===== src/design/causal_2x2_max_filter_assert.svh =====
// Assertion macros shared by the causal 2x2 max filter modules.
// Each macro expects a clock named clk and a synchronous reset named rst in scope.
`ifndef CAUSAL_2X2_MAX_FILTER_ASSERT_SVH
`define CAUSAL_2X2_MAX_FILTER_ASSERT_SVH

// The consequent must hold in the same cycle as the antecedent.
`define CMF_ASSERT_SAME(label, ante, cons, msg) \
  label: assert property (@(posedge clk) disable iff (rst) (ante) |-> (cons)) \
    else $error(msg);

// The consequent must hold in the cycle after the antecedent.
`define CMF_ASSERT_NEXT(label, ante, cons, msg) \
  label: assert property (@(posedge clk) disable iff (rst) (ante) |=> (cons)) \
    else $error(msg);

`endif


===== src/design/cmf_pkg.sv =====
// Shared constants and types for the causal 2x2 max filter.
// No dependencies; imported by causal_2x2_max_filter, cmf_ctrl and cmf_max_stage.
package cmf_pkg;

  localparam int MAX_COLUMNS_DEF  = 1024;
  localparam int ELEMENT_BITS_DEF = 16;
  localparam int CFG_BITS         = 11;
  localparam int ROW_LENGTH_RESET = 1024;
  localparam int ROW_LENGTH_MIN   = 2;

  typedef struct packed {
    logic first_row;
    logic col_zero;
    logic row_end;
  } cmf_ctl_t;

endpackage


===== src/design/cmf_ctrl.sv =====
// Row length register and raster position tracker of the causal 2x2 max filter.
// Depends on cmf_pkg and the assertion macro header.
`include "causal_2x2_max_filter_assert.svh"

module cmf_ctrl
  import cmf_pkg::*;
#(
  parameter int MAX_COLUMNS = MAX_COLUMNS_DEF
) (
  input  logic                           clk,
  input  logic                           rst,
  input  logic                           cfg_we,
  input  logic [CFG_BITS-1:0]            cfg_data,
  input  logic                           accept,
  input  logic                           frame_start,
  output logic [$clog2(MAX_COLUMNS)-1:0] addr,
  output cmf_ctl_t                       ctl
);

  localparam int COL_W     = $clog2(MAX_COLUMNS);
  localparam int LEN_W     = $clog2(MAX_COLUMNS + 1);
  localparam int CMP_W     = (LEN_W > CFG_BITS) ? LEN_W : CFG_BITS;
  localparam int RESET_LEN = (ROW_LENGTH_RESET > MAX_COLUMNS) ? MAX_COLUMNS : ROW_LENGTH_RESET;

  logic [LEN_W-1:0] eff_len;
  logic [COL_W-1:0] col;
  logic [COL_W-1:0] col_next;
  logic             first;
  logic             first_next;
  logic [CMP_W-1:0] cfg_wide;
  logic [COL_W-1:0] cur_col;
  logic             cur_first;
  logic             row_end;

  assign cfg_wide = CMP_W'(cfg_data);

  always_ff @(posedge clk) begin
    if (rst) begin
      eff_len <= LEN_W'(RESET_LEN);
    end else if (cfg_we) begin
      if (cfg_wide < CMP_W'(ROW_LENGTH_MIN)) begin
        eff_len <= LEN_W'(ROW_LENGTH_MIN);
      end else if (cfg_wide > CMP_W'(MAX_COLUMNS)) begin
        eff_len <= LEN_W'(MAX_COLUMNS);
      end else begin
        eff_len <= LEN_W'(cfg_wide);
      end
    end
  end

  always_comb begin
    cur_col   = frame_start ? '0 : col;
    cur_first = frame_start ? 1'b1 : first;
    if (LEN_W'(cur_col) >= eff_len) begin
      cur_col   = '0;
      cur_first = 1'b0;
    end
    row_end    = (LEN_W'(cur_col) + LEN_W'(1)) >= eff_len;
    col_next   = row_end ? '0 : cur_col + COL_W'(1);
    first_next = row_end ? 1'b0 : cur_first;
  end

  always_ff @(posedge clk) begin
    if (rst) begin
      col   <= '0;
      first <= 1'b1;
    end else if (accept) begin
      col   <= col_next;
      first <= first_next;
    end
  end

  assign addr          = cur_col;
  assign ctl.first_row = cur_first;
  assign ctl.col_zero  = (cur_col == '0);
  assign ctl.row_end   = row_end;

  `CMF_ASSERT_SAME(a_addr_in_row, accept, LEN_W'(addr) < eff_len, "column outside the row")
  `CMF_ASSERT_SAME(a_frame_start_first, accept && frame_start, ctl.first_row && ctl.col_zero,
                   "frame start did not restart the frame")
  `CMF_ASSERT_NEXT(a_row_end_wraps, accept && ctl.row_end, col == '0 && !first,
                   "row end did not wrap to a new row")

endmodule


===== config.mk =====
export PLATFORM = sky130hd
export DESIGN_NAME = cmf_ctrl
export DESIGN_NICKNAME = d
export VERILOG_FILES = /design/src/design/cmf_pkg.sv /design/src/design/cmf_ctrl.sv
export VERILOG_INCLUDE_DIRS = /design/src /design/src/design
export SDC_FILE = /design/constraint.sdc
export NUM_CORES = 1
export LEC_CHECK = 0
export ABC_CLOCK_PERIOD_IN_PS = 4100
export BUFFER_PORTS_ARGS = -buffer_cell sky130_fd_sc_hd__buf_2
export CAP_MARGIN = 20
export CORE_UTILIZATION = 53
export CTS_BUF_LIST = sky130_fd_sc_hd__clkbuf_2 sky130_fd_sc_hd__clkbuf_4 sky130_fd_sc_hd__clkbuf_8
export CTS_CLUSTER_SIZE = 40
export DETAILED_ROUTE_END_ITERATION = 10
export PLACE_DENSITY = 0.78
export SLEW_MARGIN = 20
export SYNTH_ARGS = -nofsm -noshare
export SYNTH_HDL_FRONTEND = slang
export SYNTH_SLANG_ARGS = --single-unit

===== constraint.sdc =====
create_clock -name clk -period 4.1 [get_ports clk]
set_input_delay 0.205 -clock clk [delete_from_list [all_inputs] [get_ports clk]]
set_output_delay 0.205 -clock clk [all_outputs]
set_load 0.03 [all_outputs]

# ---- Word-level counts from Yosys, hierarchy flattened
# Cells that the tools add are included.
dict set report word_totals {
  in_bits 16
  out_inout_bits 13
  reg_bits 22
  elab_cells 18
}
dict set report classes {
  mux 8
  add_sub_neg 2
  n_lt_le_gt_ge 4
  n_reduce_logical 1
}
# op n
set ops {}
lappend ops {{$mux W10} 3}
lappend ops {{$mux W11} 2}
lappend ops {{$add A10 B1 Y11 const B} 1}
lappend ops {{$ge A10 B11 Y1} 1}
lappend ops {{$ge A11 B11 Y1} 1}
lappend ops {{$gt A11 B11 Y1 const B} 1}
lappend ops {{$lt A11 B2 Y1 const B} 1}
lappend ops {{$add A10 B1 Y10 const B} 1}
lappend ops {{$logic_not A10 Y1} 1}
lappend ops {{$mux W1} 3}

# ---- Logic depth before layout (Yosys ltp)
dict set report depth {
  depth_word 6
  ltp_mapped 24
  depth_no_buf 21
}

# ---- Worst setup path after synthesis
# OpenSTA, ideal clock, no wires.
dict set report synth_timing {
  path_type {register to output}
  startpoint {reg col[6]}
  endpoint {out ctl[0] (netlist name)}
  path_slack_ns -0.498
  n_path_buf 4
  t_arrival_ns 4.393
  path_stages_with_launch 24
  required_ns 3.895
  path_cell_list {dfxtp_1 -> clkbuf_1 -> nor2b_1 -> ha_1 -> a21oi_1 -> o21ai_0 -> and2_1 -> nor3_1 -> clkbuf_1 -> nand2_1 -> inv_1 -> ha_1 -> and3_1 -> nand3_1 -> xor2_1 -> nor2_1 -> ha_1 -> a211o_1 -> a211o_1 -> o21ai_1 -> o2bb2ai_1 -> buf_2 -> inv_1 -> buf_4}
}
dict set report synth_via {
  elab_chain_len 5
}
# element line
set synth_rtl {}
lappend synth_rtl {{start: declaration} cmf_ctrl.sv:26} ;# logic [COL_W-1:0] col;
lappend synth_rtl {{start signal: assignment} cmf_ctrl.sv:68} ;# col <= col_next;
lappend synth_rtl {{$mux W10} cmf_ctrl.sv:52} ;# cur_col = frame_start ? '0 : col;
lappend synth_rtl {{$ge A10 B11 Y1} cmf_ctrl.sv:54} ;# if (LEN_W'(cur_col) >= eff_len) begin
lappend synth_rtl {{$mux W10} cmf_ctrl.sv:54}
lappend synth_rtl {{via addr[0]} cmf_ctrl.sv:16} ;# output logic [$clog2(MAX_COLUMNS)-1:0] addr,
lappend synth_rtl {{$add A10 B1 Y11} cmf_ctrl.sv:58} ;# row_end = (LEN_W'(cur_col) + LEN_W'(1)) >= eff_len;
lappend synth_rtl {{$ge A11 B11 Y1} cmf_ctrl.sv:58}
lappend synth_rtl {{end: declaration} cmf_ctrl.sv:17} ;# output cmf_ctl_t ctl
# The timed path passes the listed nets, and every way through them passes these cells.

==> flow_metrics.tcl <==
set metrics [dict create \
    switching_share_pct 31.2 \
    yosysUniqueCellTypes 49 \
    antenna_found_initial 0 \
    clock_path_buffers 2 \
    row_count 21 \
    syn_inst 234 \
    crit_type "reg2out" \
    clk_pin_slew_ns 0.13 \
    pin_count 29 \
    maxCapViolCount 0 \
    cts_tree "done" \
    period_share_pct 100 \
    port_buffers 28 \
    switching_power_uw 135 \
    ys_ff_latch 22 \
    drive_gt1_share_pct 38.2 \
    powerDensity_nw_per_um2 174 \
    wl_um 5560 \
    grt_max_degree 20 \
    n_fill_cell 242 \
    routabilityCongestion 0.843 \
    p_int_uw 299 \
    end_kind "output pin" \
    setup_ws_ns -0.0172 \
    setup_viol 1 \
    synth_edf_count 0 \
    yosysTopAreaCell "dfxtp_1" \
    grt_use_total_pct 30.3 \
    viasPerCell 5.92 \
    stdcell_count 334 \
    final_util_pct 74.7 \
    pwr-share-comb_pct 24.6 \
    seq_power_share_pct 51.3 \
    yosysTopAreaCellShare_pct 24.0 \
    synth-seq-area-share_pct 24.0 \
    vias 1976 \
    yosysWarningCount 0 \
    worstMarginPinSlew_ns 0.494 \
    placed_cell_area_um2 2190 \
    leakagePower_uw 0.00115 \
    ir_drop_uv 110 \
    violations "setup timing" \
    cts_buffers 3 \
    avgSynthCellArea_um2 7.85 \
    hold_buffers 0 \
    path_max_fanout 3 \
    insertion_delay_ns 0.33 \
    grt_pass1_wl_um 8140 \
    p_total_uw 435 \
    start_kind "register" \
    cp_data_required_time_ns 3.89 \
    rsz0062_at_grt "yes" \
    met3_usage_pct 3.41 \
    clock-sinks 22 \
    dpl.cell_count 320 \
    tns_ns -0.0172 \
    hold_viol 0 \
    mostFrequentLayoutCell "buf_4" \
    syn-cell-area_um2 1840 \
    root_buffer "clkbuf_4" \
    final.min_clock_period_ns 4.12 \
    die_area_um2 3710 \
    wl_per_cell_um 16.6 \
    diodes 0 \
    drtIter0Drc 168 \
    busiest_layer "met2" \
    grt_pass1_vias 1779 \
    drt_pass1_iterations 4 \
    status "complete, but fails checks" \
    ys_async_sr_fraction_pct 0 \
    drc_errors 0 \
    synthFlopType "dfxtp_1" \
    relSlewSlack_pct 67.0 \
    die_h_um 60.9 \
    hold_path.class "in2reg" \
    nNetsFinal 329 \
    postRouteAntennaNets 0 \
    place_hpwl_um 3620 \
    met1_usage_pct 37.3 \
    fin_skew_ns 0.0132 \
    syn_nets 273 \
    max_freq_ghz 0.243 \
    die_x_um 60.9 \
    core-area_um2 3340 \
    htree_levels 1 \
    area_growth_pct 35.7 \
    cp_data_arrival_time_ns 3.91 \
    synthTopCellsByArea "dfxtp_1, ha_1, nor2_1" \
    start_util_pct 55.0 \
    drv_slew 0 \
    grt.overflow.total 0 \
    met2_usage_pct 50.1 \
    finalInstanceArea_um2 2490 \
    layout_common_cells "buf_4, nor2_1, buf_2" \
    power.share.clock_pct 24.1 \
]
metrics by stage:
stage	worst slack [ns]	hold slack (ns)
6_report	-0.0172	0.125
3_3_place_gp	0.124	0.449
2_1_floorplan	0.00286	0.348
4_1_cts	-0.0383	0.135
3_5_place_dp	-0.0475	0.454
5_1_grt	-0.164	0.150
flip-flops by register name (all words and copies together), names as in the netlist:
name and count:
col 10, eff_len 11, first 1
layer usage:
layer | part of all wire [%] | up-vias
met3 | 6.1 | 28
met1 | 40 | 914
met2 | 49 | 99
met4 | 5.1 | 0
met5 | 0 | -
li1 | - | 935
what timing repair did:
action / in CTS / in global routing
endpoints found under the hold margin: 0 / 0
buffers inserted: 6 / 5
resized for setup: 30 / 14
endpoints found under the setup margin: 1 / 10
pin swaps: 20 / 18
final timing paths:
path / startpoint / endpoint / slack [ns] / cells after the start
hold reg to reg: eff_len[1] / eff_len[1] / 0.48 / 2
setup reg to reg: col[8] / col[4] / 0.21 / 19
hold / removal: cfg_data[7] / eff_len[7] / 0.13 / 3
setup / recovery: col[8] / ctl[0] / -0.02 / 18
logic make-up after synthesis:
| kind of cell | after synthesis | synth area share [%] |
|---|---|---|
| compound gates | 50 | 18.8 |
| simple gates | 100 | 29.6 |
| mux | 2 | 1.16 |
| fa+ha+maj | 23 | 15.7 |
| buf+inv | 31 | 7.90 |
| xor+xnor | 6 | 2.86 |
| flops | 22 | 24.0 |
area by class of cell:
| class | instances | area (um^2) | share of cell area, % |
|---|---|---|---|
| clock buffers | 3 | 22.5 | 0.904 |
| inverters | 19 | 73.8 | 2.96 |
| multi-input cells | 181 | 1460 | 58.7 |
| flip-flops and latches | 22 | 452 | 18.1 |
| well taps | 46 | 57.6 | 2.31 |
| repair buffers | 63 | 424 | 17.0 |
worst max-delay path: stages, from the launching register on:
cell       delay [ns]
dfxtp_2          0.36
nor2b_4          0.18
ha_4             0.22
a21o_1           0.18
a21oi_2          0.16
o22ai_2          0.13
nor3_4           0.24
and2_4           0.19
ha_4             0.12
and3_4           0.20
nand4_1          0.17
nor2_2           0.18
xor2_1           0.18
ha_1             0.30
a2111oi_2        0.31
buf_4            0.17
o2bb2ai_4        0.13
inv_2            0.05
buf_6            0.13
synth_stat cells, drive strengths merged (6+ instances only):
cell type	count
o211ai	6
and2	12
nor2	28
dfxtp	22
nor2b	9
nand2	12
ha	23
a2bb2oi	7
inv	19
buf	7
a21oi	14
nand2b	6
power groups by stage:
| stage | clock, uW | sequential (uW) | combinational [uW] |
|---|---|---|---|
| 6_report | 105 | 223 | 107 |
| 5_1_grt | 108 | 224 | 116 |
| 4_1_cts | 101 | 223 | 97.9 |
| 3_5_place_dp | 0 | 228 | 90.5 |
| 3_3_place_gp | 0 | 227 | 89.0 |
| 2_1_floorplan | 0 | 227 | 63.4 |
(Power assumes the default switching activity.)
