[config.mk]
export PLATFORM = sky130hd
export DESIGN_NAME = cmf_max_stage
export DESIGN_NICKNAME = d
export VERILOG_FILES = /design/src/design/cmf_pkg.sv /design/src/design/cmf_max_stage.sv
export VERILOG_INCLUDE_DIRS = /design/src /design/src/design
export SDC_FILE = /design/constraint.sdc
export NUM_CORES = 1
export LEC_CHECK = 0
export BUFFER_PORTS_ARGS = -buffer_cell sky130_fd_sc_hd__buf_2
export CAP_MARGIN = 15
export CORE_MARGIN = 2
export CORE_UTILIZATION = 40
export CTS_BUF_LIST = sky130_fd_sc_hd__clkbuf_8
export CTS_CLUSTER_SIZE = 40
export DETAILED_ROUTE_END_ITERATION = 8
export PLACE_DENSITY_LB_ADDON = 0.25
export SYNTH_ARGS = -nofsm -noshare
export SYNTH_HDL_FRONTEND = slang
export SYNTH_SLANG_ARGS = --single-unit
[constraint.sdc]
create_clock -name clk -period 9 [get_ports clk]
set_input_delay 0.45 -clock clk [delete_from_list [all_inputs] [get_ports clk]]
set_output_delay 0.45 -clock clk [all_outputs]
set_load 0.01 [all_outputs]
[src/design/causal_2x2_max_filter_assert.svh]
// Assertion macros shared by the causal 2x2 max filter modules.
// Each macro expects a clock named clk and a synchronous reset named rst in scope.
`ifndef CAUSAL_2X2_MAX_FILTER_ASSERT_SVH
`define CAUSAL_2X2_MAX_FILTER_ASSERT_SVH

// The consequent must hold in the same cycle as the antecedent.
`define CMF_ASSERT_SAME(label, ante, cons, msg) \
  label: assert property (@(posedge clk) disable iff (rst) (ante) |-> (cons)) \
    else $error(msg);

// The consequent must hold in the cycle after the antecedent.
`define CMF_ASSERT_NEXT(label, ante, cons, msg) \
  label: assert property (@(posedge clk) disable iff (rst) (ante) |=> (cons)) \
    else $error(msg);

`endif

[src/design/cmf_pkg.sv]
// Shared constants and types for the causal 2x2 max filter.
// No dependencies; imported by causal_2x2_max_filter, cmf_ctrl and cmf_max_stage.
package cmf_pkg;

  localparam int MAX_COLUMNS_DEF  = 1024;
  localparam int ELEMENT_BITS_DEF = 16;
  localparam int CFG_BITS         = 11;
  localparam int ROW_LENGTH_RESET = 1024;
  localparam int ROW_LENGTH_MIN   = 2;

  typedef struct packed {
    logic first_row;
    logic col_zero;
    logic row_end;
  } cmf_ctl_t;

endpackage

[src/design/cmf_max_stage.sv]
// Window maximum stage with neighbor registers and the output register.
// Depends on cmf_pkg and the assertion macro header.
`include "causal_2x2_max_filter_assert.svh"

module cmf_max_stage
  import cmf_pkg::*;
#(
  parameter int ELEMENT_BITS = ELEMENT_BITS_DEF
) (
  input  logic                           clk,
  input  logic                           rst,
  input  logic                           load,
  input  logic signed [ELEMENT_BITS-1:0] x_in,
  input  cmf_ctl_t                       ctl_in,
  input  logic signed [ELEMENT_BITS-1:0] upper,
  output logic                           busy,
  output logic                           result_valid,
  input  logic                           result_stall,
  output logic signed [ELEMENT_BITS-1:0] window_max,
  output logic                           row_end
);

  logic                           s1_valid;
  logic signed [ELEMENT_BITS-1:0] s1_x;
  cmf_ctl_t                       s1_ctl;
  logic signed [ELEMENT_BITS-1:0] left_element;
  logic signed [ELEMENT_BITS-1:0] upper_left_element;
  logic signed [ELEMENT_BITS-1:0] best;
  logic                           s1_advance;

  assign s1_advance = s1_valid && (!result_valid || !result_stall);
  assign busy       = s1_valid && !s1_advance;

  always_comb begin
    best = s1_x;
    if (!s1_ctl.col_zero && left_element > best) begin
      best = left_element;
    end
    if (!s1_ctl.first_row) begin
      if (upper > best) begin
        best = upper;
      end
      if (!s1_ctl.col_zero && upper_left_element > best) begin
        best = upper_left_element;
      end
    end
  end

  always_ff @(posedge clk) begin
    if (rst) begin
      s1_valid <= 1'b0;
    end else if (load) begin
      s1_valid <= 1'b1;
    end else if (s1_advance) begin
      s1_valid <= 1'b0;
    end
  end

  always_ff @(posedge clk) begin
    if (load) begin
      s1_x   <= x_in;
      s1_ctl <= ctl_in;
    end
  end

  always_ff @(posedge clk) begin
    if (rst) begin
      left_element       <= '0;
      upper_left_element <= '0;
    end else if (s1_advance) begin
      left_element       <= s1_x;
      upper_left_element <= upper;
    end
  end

  always_ff @(posedge clk) begin
    if (rst) begin
      result_valid <= 1'b0;
    end else if (s1_advance) begin
      result_valid <= 1'b1;
    end else if (!result_stall) begin
      result_valid <= 1'b0;
    end
  end

  always_ff @(posedge clk) begin
    if (s1_advance) begin
      window_max <= best;
      row_end    <= s1_ctl.row_end;
    end
  end

  `CMF_ASSERT_SAME(a_busy_needs_item, busy, s1_valid && result_valid && result_stall,
                   "stage reports busy without a blocked item")
  `CMF_ASSERT_NEXT(a_advance_fills_out, s1_advance, result_valid,
                   "advanced item did not reach the output register")
  `CMF_ASSERT_NEXT(a_drain_empties_out, result_valid && !result_stall && !s1_valid,
                   !result_valid, "output register kept a transferred result")

endmodule
### Word-level counts from Yosys, hierarchy flattened

Index checks and enable logic that the tools add are counted.

| word-level totals | value |
|---|---|
| register bits after elaboration | 70 |
| input bits | 39 |
| output and inout bits | 19 |
| logic and storage cells | 33 |

| cells by class | value |
|---|---|
| $lt $le $gt $ge | 3 |
| equality and inequality tests | 1 |
| mux-type cells | 9 |
| reductions and logical operators | 10 |

Operators by type and width:

| operator | number |
|---|---|
| 16-bit two-way mux | 5 |
| 16-bit > comparator | 3 |
| 1-bit logical AND | 4 |
| 1-bit logical NOT | 4 |
| 1-bit two-way mux | 4 |
| 2-bit by 1-bit != test with 1-bit output (second input constant) | 1 |
| 2-bit nonzero test | 1 |
| 1-bit logical OR | 1 |

### Depth between registers and ports, before layout

Gate-level depths: netlist of the first run.

| depth | value |
|---|---|
| word-level depth | 10 |
| gate-level depth with buffers | 36 |
| depth with buffers taken out | 31 |

### Least setup slack after synthesis of the first run

No wires, ideal clock.

| timing path | value |
|---|---|
| path kind | register to register |
| from | register s1_x[15] |
| to | register window_max[10] (data pin) |
| setup time | 0.274 ns |
| arrival | 7.167 ns |
| data required time | 8.726 ns |
| path slack | 1.559 ns |
| cell stages (with the launch flop) | 33 |
| path buffers | 6 |
| clock period less this slack | 7.441 ns |
| path through | edfxtp_1 inv_1 ha_1 nand4_2 nor4_4 o21a_1 o31ai_2 nor2_1 clkbuf_1 buf_2 a21oi_1 ha_1 nand3_1 or3_1 nor3_1 nand2_1 or3_1 a31o_2 o211ai_2 buf_6 buf_6 mux2i_1 ha_1 and3_1 a221o_1 a221o_1 a211oi_1 nor2_1 or3b_2 clkbuf_1 clkbuf_1 o31ai_1 a311oi_1 |

| between the ends | value |
|---|---|
| cells in the longest elaborated chain, start to end | 10 |

Ends and longest elaborated chain:

| item | RTL line | source |
|---|---|---|
| start: declaration | cmf_max_stage.sv:24 | `logic signed [ELEMENT_BITS-1:0] s1_x;` |
| start signal: assignment | cmf_max_stage.sv:61 | `s1_x <= x_in;` |
| 16-bit > comparator | cmf_max_stage.sv:36 | `if (!s1_ctl.col_zero && left_element > best) begin` |
| 1-bit logical AND | cmf_max_stage.sv:36 |  |
| 16-bit two-way mux * | cmf_max_stage.sv:36 |  |
| 16-bit > comparator | cmf_max_stage.sv:40 | `if (upper > best) begin` |
| 16-bit two-way mux | cmf_max_stage.sv:40 |  |
| 16-bit two-way mux | cmf_max_stage.sv:39 | `if (!s1_ctl.first_row) begin` |
| 16-bit > comparator | cmf_max_stage.sv:43 | `if (!s1_ctl.col_zero && upper_left_element > best) begin` |
| 1-bit logical AND | cmf_max_stage.sv:43 |  |
| 16-bit two-way mux | cmf_max_stage.sv:43 |  |
| 16-bit two-way mux * | cmf_max_stage.sv:39 |  |
| via best[10] | cmf_max_stage.sv:28 | `logic signed [ELEMENT_BITS-1:0] best;` |
| end signal: assignment | cmf_max_stage.sv:88 | `window_max <= best;` |
| end: declaration | cmf_max_stage.sv:19 | `output logic signed [ELEMENT_BITS-1:0] window_max,` |

Mark *: on every way through the listed nets, which the timed path passes. The rest lies on a longest branch. The select of a mux whose other input is x is not followed.
A chain may end at the register's enable or synchronous reset.

### Worst setup path after layout of the first run

| timing path | value |
|---|---|
| from | register s1_x[15] |
| to | register window_max[5] (data pin) |

Same word-level chain as after synthesis.

==> impl_metrics.env, run 1 <==
export IMPL_crit_path_max_incr_delay_ns=0.67
export IMPL_routed_via_density=5.47
export IMPL_cp_endpoint="window_max[5]$_DFFE_PP_"
export IMPL_std_cell_rows=38
export IMPL_start_kind="register"
export IMPL_grt_use_total=0.191
export IMPL_p_clk_frac=0.259
export IMPL_worst_clock_skew_ns=0.00811
export IMPL_fin_nets=620
export IMPL_outcome="completed"
export IMPL_post_synth_top_area_cell="edfxtp_1"
export IMPL_io_pins=58
export IMPL_synth_net_count=574
export IMPL_hold_viol_final=0
export IMPL_post_route_period_util=0.878
export IMPL_pwr_share_comb=0.304
export IMPL_seqPwrFrac=0.436
export IMPL_vias=3715
export IMPL_synth_edf_count=36
export IMPL_critPathLaunch="s1_x[15]$_DFFE_PP_"
export IMPL_ctsHtreeMaxLevel=3
export IMPL_cts_root_buf="clkbuf_8"
export IMPL_max_vdd_ir_drop_uv=75.2
export IMPL_yosysWarnings=0
export IMPL_r2r_cells=29
export IMPL_finalMaxSlewViolations=0
export IMPL_dieArea_um2=11700
export IMPL_p_leak_nw=2.09
export IMPL_syn_area_um2=4350
export IMPL_postSynthAreaPerCell_um2=8.90
export IMPL_hp_class="input pin to register"
export IMPL_finalSetupViolations=0
export IMPL_power_density_nw_per_um2=177
export IMPL_syn2layout_area_growth_pct=12.6
export IMPL_die_w_um=108
export IMPL_fmax_mhz=127
export IMPL_worstSetupPathType="register to register"
export IMPL_wire_per_inst_um=15.5
export IMPL_cts_setup_buffers=0
export IMPL_antenna_left=0
export IMPL_syn_inst=489
export IMPL_ys_top_cells_by_area="edfxtp_1 (25%), dfxtp_1 (16%), ha_1 (13%)"
export IMPL_drt_initial_drc_count=200
export IMPL_hold_ws_ns=0.262
export IMPL_ys_types=54
export IMPL_cts_resized=0
export IMPL_power_uw=866
export IMPL_slowest_stage="nor3b_2"
export IMPL_cts_buffer_depth=2
export IMPL_required_ns=9.17
export IMPL_cap_viol_max_count=0
export IMPL_antenna_found_initial=0
export IMPL_die_h_um=108
export IMPL_yosysMostFrequentCell="nand2_1"
export IMPL_overflow=0
export IMPL_drc_errors=0
export IMPL_p_int_uw=577
export IMPL_cts_tree="built"
export IMPL_timing_rr_start="s1_x[15]$_DFFE_PP_"
export IMPL_synthFlopType="edfxtp_1"
export IMPL_place_congestion=0.845
export IMPL_cts_sinks=70
export IMPL_clkLatencyLatePin_ns=0.36
export IMPL_async_flop_share=0
export IMPL_p_switching_uw=289
export IMPL_grt_first_pass_wirelength_um=17300
export IMPL_start_util=0.405
export IMPL_clkTransAtPathRegs_ns=0.07
export IMPL_grt_pass1_vias=3625
export IMPL_port_buffer_count=57
export IMPL_worstReg2RegEnd="window_max[5]$_DFFE_PP_"
export IMPL_period_minus_slack_ns=7.90
export IMPL_yosys_area_top_type_share=0.248
export IMPL_drive_above_1_share=0.169
export IMPL_ys_seq_elements=70
export IMPL_r2r_setup_slack_ns=1.10
export IMPL_arrival_ns=8.08
export IMPL_max_slew_worst_pin_slew_ns=0.815
export IMPL_diodes=0
export IMPL_swShare=0.334
export IMPL_firstDrtPassIters=4
export IMPL_place_detailed_hpwl_um=7700
export IMPL_rsz0062_at_grt="false"
export IMPL_tns_ns=0
export IMPL_cp_end_kind="register"
export IMPL_finalWirelength_um=10500
export IMPL_cp_max_fo=49
export IMPL_ys_seq_area_frac=0.405
export IMPL_core_um2=10700
export IMPL_synth_common_cells="nand2_1 (102), a21oi_1 (54), ha_1 (46), edfxtp_1 (36), dfxtp_1 (34)"
export IMPL_relSlewSlack=0.456
export IMPL_hold_buffers=0
export IMPL_numCtsBuffers=9
export IMPL_grt_max_degree=50
## logic make-up after synthesis
| kind of cell | share of synthesized area |
|---|---|
| and+or+nand+nor | 0.179 |
| AOI/OAI and AO/OA | 0.220 |
| DFF | 0.405 |
| buffers and inverters | 0.0549 |
| adders and majority gates | 0.132 |
| muxes | 0.00977 |
## power by group through the flow
stage / clock network, mW / registers (mW) / logic (mW)
3_3_place_gp: 0 / 0.384 / 0.254
4_1_cts: 0.234 / 0.378 / 0.262
5_1_grt: 0.247 / 0.380 / 0.300
3_5_place_dp: 0 / 0.385 / 0.261
2_1_floorplan: 0 / 0.386 / 0.194
6_report: 0.225 / 0.378 / 0.264
## state kept, by name, indices dropped and copies added, names as in the netlist
name and flops:
left_element 16, window_max 16, s1_valid 1, s1_ctl 3
upper_left_element 16, s1_x 16, result_valid 1, row_end 1
## area by class of cell
| cell class | count | area [µm²] |
|---|---|---|
| sequential | 70 | 1760 |
| clock inverter | 4 | 16.3 |
| clock buffer | 11 | 151 |
| timing repair buffer | 64 | 338 |
| multi-input combinational | 364 | 2360 |
| tap | 140 | 175 |
| fill | 1069 | 5840 |
| inverter | 26 | 97.6 |
## worst max-delay path, delay by kind of cell, from the launching register on
family	cells	cell delay, ns
fa+ha+maj	3	0.94
buf+inv	4	1.03
flops	1	0.35
simple gates	11	2.85
compound gates	11	2.54
## metal layers
layer / track usage / wire length, µm / up-vias
li1: - / - / 1892
met4: 0.0897 / 165 / 0
met2: 0.314 / 5000 / 73
met5: 0 / 0 / -
met1: 0.243 / 4950 / 1736
met3: 0.0356 / 434 / 14
## worst min path at each step
stage	startpoint	to	slack, ns	cells after the start
2_1_floorplan	s1_ctl[0]$_DFFE_PP_	row_end$_DFFE_PP_	0.40	0
3_3_place_gp	s1_ctl[0]$_DFFE_PP_	row_end$_DFFE_PP_	0.40	0
3_5_place_dp	s1_ctl[0]$_DFFE_PP_	row_end$_DFFE_PP_	0.41	0
4_1_cts	x_in[7]	s1_x[7]$_DFFE_PP_	0.24	1
5_1_grt	x_in[10]	s1_x[10]$_DFFE_PP_	0.24	1
6_report	x_in[11]	s1_x[11]$_DFFE_PP_	0.26	1
## per-stage QoR
stage	util	area (µm²)	setup slack [ns]	cells
after global routing	0.456	4900	0.335	679
after CTS	0.456	4900	1.18	679
after global placement	0.440	4730	1.33	664
final	0.456	4900	1.10	679
after detailed placement	0.440	4730	1.20	664
after floorplan	-	4350	1.56	489
## layout by cell type, fill, tap and decap left out, types with 2 or more instances in the layout
master	instances
a21o_1	13
a21oi_1	54
a221o_1	2
a311oi_1	14
a31o_2	2
and3_1	2
buf_2	57
buf_4	7
clkbuf_8	11
dfxtp_1	34
edfxtp_1	36
ha_1	46
inv_1	28
mux2_2	2
mux2i_1	2
nand2_1	102
nand2b_1	3
nand3_1	9
nand4_1	4
nor2_1	24
nor3_1	4
nor4_1	13
o21a_1	2
o21ai_0	13
o21ai_1	5
o221ai_1	2
o22a_1	3
o31a_1	4
o31ai_1	13
or3_1	3
Note: power is estimated with default switching activity, not from simulation.
==> inputs of run 2 (changes only) <==
--- a/config.mk
+++ b/config.mk
@@ -9,7 +9,7 @@
 export BUFFER_PORTS_ARGS = -buffer_cell sky130_fd_sc_hd__buf_2
 export CAP_MARGIN = 15
 export CORE_MARGIN = 2
-export CORE_UTILIZATION = 40
+export CORE_UTILIZATION = 45
 export CTS_BUF_LIST = sky130_fd_sc_hd__clkbuf_8
 export CTS_CLUSTER_SIZE = 40
 export DETAILED_ROUTE_END_ITERATION = 8
==> run 2 against run 1 <==
  * Global-route usage grew 2.4 points
  * Critical path depth unchanged
  * Wire length stayed put
  * Critical endpoint is now window_max[13]$_DFFE_PP_
==> impl_metrics.env, run 2 (synthesis gave the netlist of run 1 again) <==
export IMPL_p_switching_uw=297
export IMPL_port_buffer_count=57
export IMPL_pwr_share_comb=0.285
export IMPL_finalSetupViolations=0
export IMPL_place_detailed_hpwl_um=7400
export IMPL_grt_use_total=0.215
export IMPL_p_int_uw=627
export IMPL_crit_path_max_incr_delay_ns=0.72
export IMPL_post_route_period_util=0.903
export IMPL_core_um2=9330
export IMPL_mostFrequentLayoutCells="nand2_1 (102), buf_2 (57), a21oi_1 (54)"
export IMPL_period_minus_slack_ns=8.13
export IMPL_cts_resized=0
export IMPL_finalWirelength_um=10500
export IMPL_ctsHtreeMaxLevel=3
export IMPL_hp_class="input pin to register"
export IMPL_routed_via_density=5.65
export IMPL_clkLatencyLatePin_ns=0.36
export IMPL_power_density_nw_per_um2=188
export IMPL_postPlaceCellArea_um2=4710
export IMPL_whs_path_depth=1
export IMPL_grt_max_degree=52
export IMPL_syn2layout_area_growth_pct=13.2
export IMPL_preCtsSetupSlack_ns=0.966
export IMPL_numCtsBuffers=9
export IMPL_slowest_stage="or3b_2"
export IMPL_fmax_mhz=123
export IMPL_cap_viol_max_count=0
export IMPL_crit_family="simple AND/OR/NAND/NOR gates"
export IMPL_worstPathBufferInverterCount=3
export IMPL_vias=3773
export IMPL_seqPwrFrac=0.409
export IMPL_p_leak_nw=2.11
export IMPL_antenna_left=0
export IMPL_start_kind="register"
export IMPL_rsz0062_at_grt="false"
export IMPL_fin_nets=619
export IMPL_wire_per_inst_um=15.8
export IMPL_hold_viol_final=0
export IMPL_p_clk_frac=0.306
export IMPL_drt_initial_drc_count=203
export IMPL_r2r_cells=29
export IMPL_clkTransAtPathRegs_ns=0.07
export IMPL_overflow=0
export IMPL_design_area_um2=4930
export IMPL_antenna_found_initial=0
export IMPL_worstSetupPathType="register to register"
export IMPL_utilization=0.528
export IMPL_io_pins=58
export IMPL_power_uw=924
export IMPL_max_vdd_ir_drop_uv=68.9
export IMPL_crit_cells=29
export IMPL_worst_slack_ns=0.871
export IMPL_grt_first_pass_wirelength_um=17600
export IMPL_start_util=0.467
export IMPL_dieArea_um2=10500
export IMPL_cts_setup_buffers=0
export IMPL_place_congestion=0.855
export IMPL_cp_max_fo=51
export IMPL_grt_pass1_vias=3721
export IMPL_relSlewSlack=0.531
export IMPL_outcome="completed"
export IMPL_cp_end_kind="register"
export IMPL_arrival_ns=8.21
export IMPL_final_common_cell="nand2_1"
export IMPL_required_ns=9.08
export IMPL_drive_above_1_share=0.171
export IMPL_fillerInstances=883
export IMPL_firstDrtPassIters=5
export IMPL_drc_errors=0
export IMPL_tns_ns=0
export IMPL_cts_tree="built"
export IMPL_cts_sinks=70
export IMPL_std_cell_rows=35
export IMPL_max_slew_worst_pin_slew_ns=0.703
export IMPL_cts_root_buf="clkbuf_8"
export IMPL_cts_buffer_depth=2
export IMPL_hold_buffers=0
export IMPL_finalMaxSlewViolations=0
export IMPL_swShare=0.322
export IMPL_diodes=0
export IMPL_worst_clock_skew_ns=0.00397
export IMPL_die_h_um=102
export IMPL_die_w_um=102
[run 2: per-layer routing]
layer,share of wire,up-vias,track usage
met5,0,-,0
met4,0.018,0,0.0882
met3,0.058,16,0.0356
met2,0.47,125,0.353
met1,0.45,1746,0.283
li1,-,1886,-
[run 2: final cells by class]
type	count	area [µm²]	share of cell area
Inverter	26	97.6	0.0198
Clock inverter	6	77.6	0.0157
Sequential cell	70	1760	0.358
Clock buffer	10	138	0.0279
Multi-Input combinational cell	364	2360	0.479
Tap cell	129	161	0.0328
Timing Repair Buffer	63	330	0.0670
[run 2: metrics by stage]
stage          instances  hold slack [ns]
3_3_place_gp         652            0.402
3_5_place_dp         652            0.424
6_report             668            0.261
2_1_floorplan        489            0.400
4_1_cts              668            0.253
5_1_grt              668            0.246
[run 2: power by group through the flow]
stage / Sequential, mW / Clock (mW) / Combinational [mW]
after floorplan: 0.386 / 0 / 0.194
after global placement: 0.385 / 0 / 0.250
after detailed placement: 0.385 / 0 / 0.258
after CTS: 0.378 / 0.287 / 0.261
after global routing: 0.381 / 0.302 / 0.296
final: 0.378 / 0.283 / 0.263
[run 2: final timing paths]
check / startpoint / end / slack [ns]
worst max-delay path: s1_x[15]$_DFFE_PP_ / window_max[13]$_DFFE_PP_ / 0.87
worst min-delay path: x_in[4] / s1_x[4]$_DFFE_PP_ / 0.26
worst max register to register: s1_x[15]$_DFFE_PP_ / window_max[13]$_DFFE_PP_ / 0.87
worst min register to register: s1_ctl[0]$_DFFE_PP_ / row_end$_DFFE_PP_ / 0.44
[run 2: worst reg2reg max path: cells and delay by family, from the launching register on]
kind	cells	cell delay (ns)
buffers and inverters	3	0.89
and+or+nand+nor	11	3.19
adders and majority gates	3	0.90
DFF	1	0.35
AOI/OAI and AO/OA	12	2.54
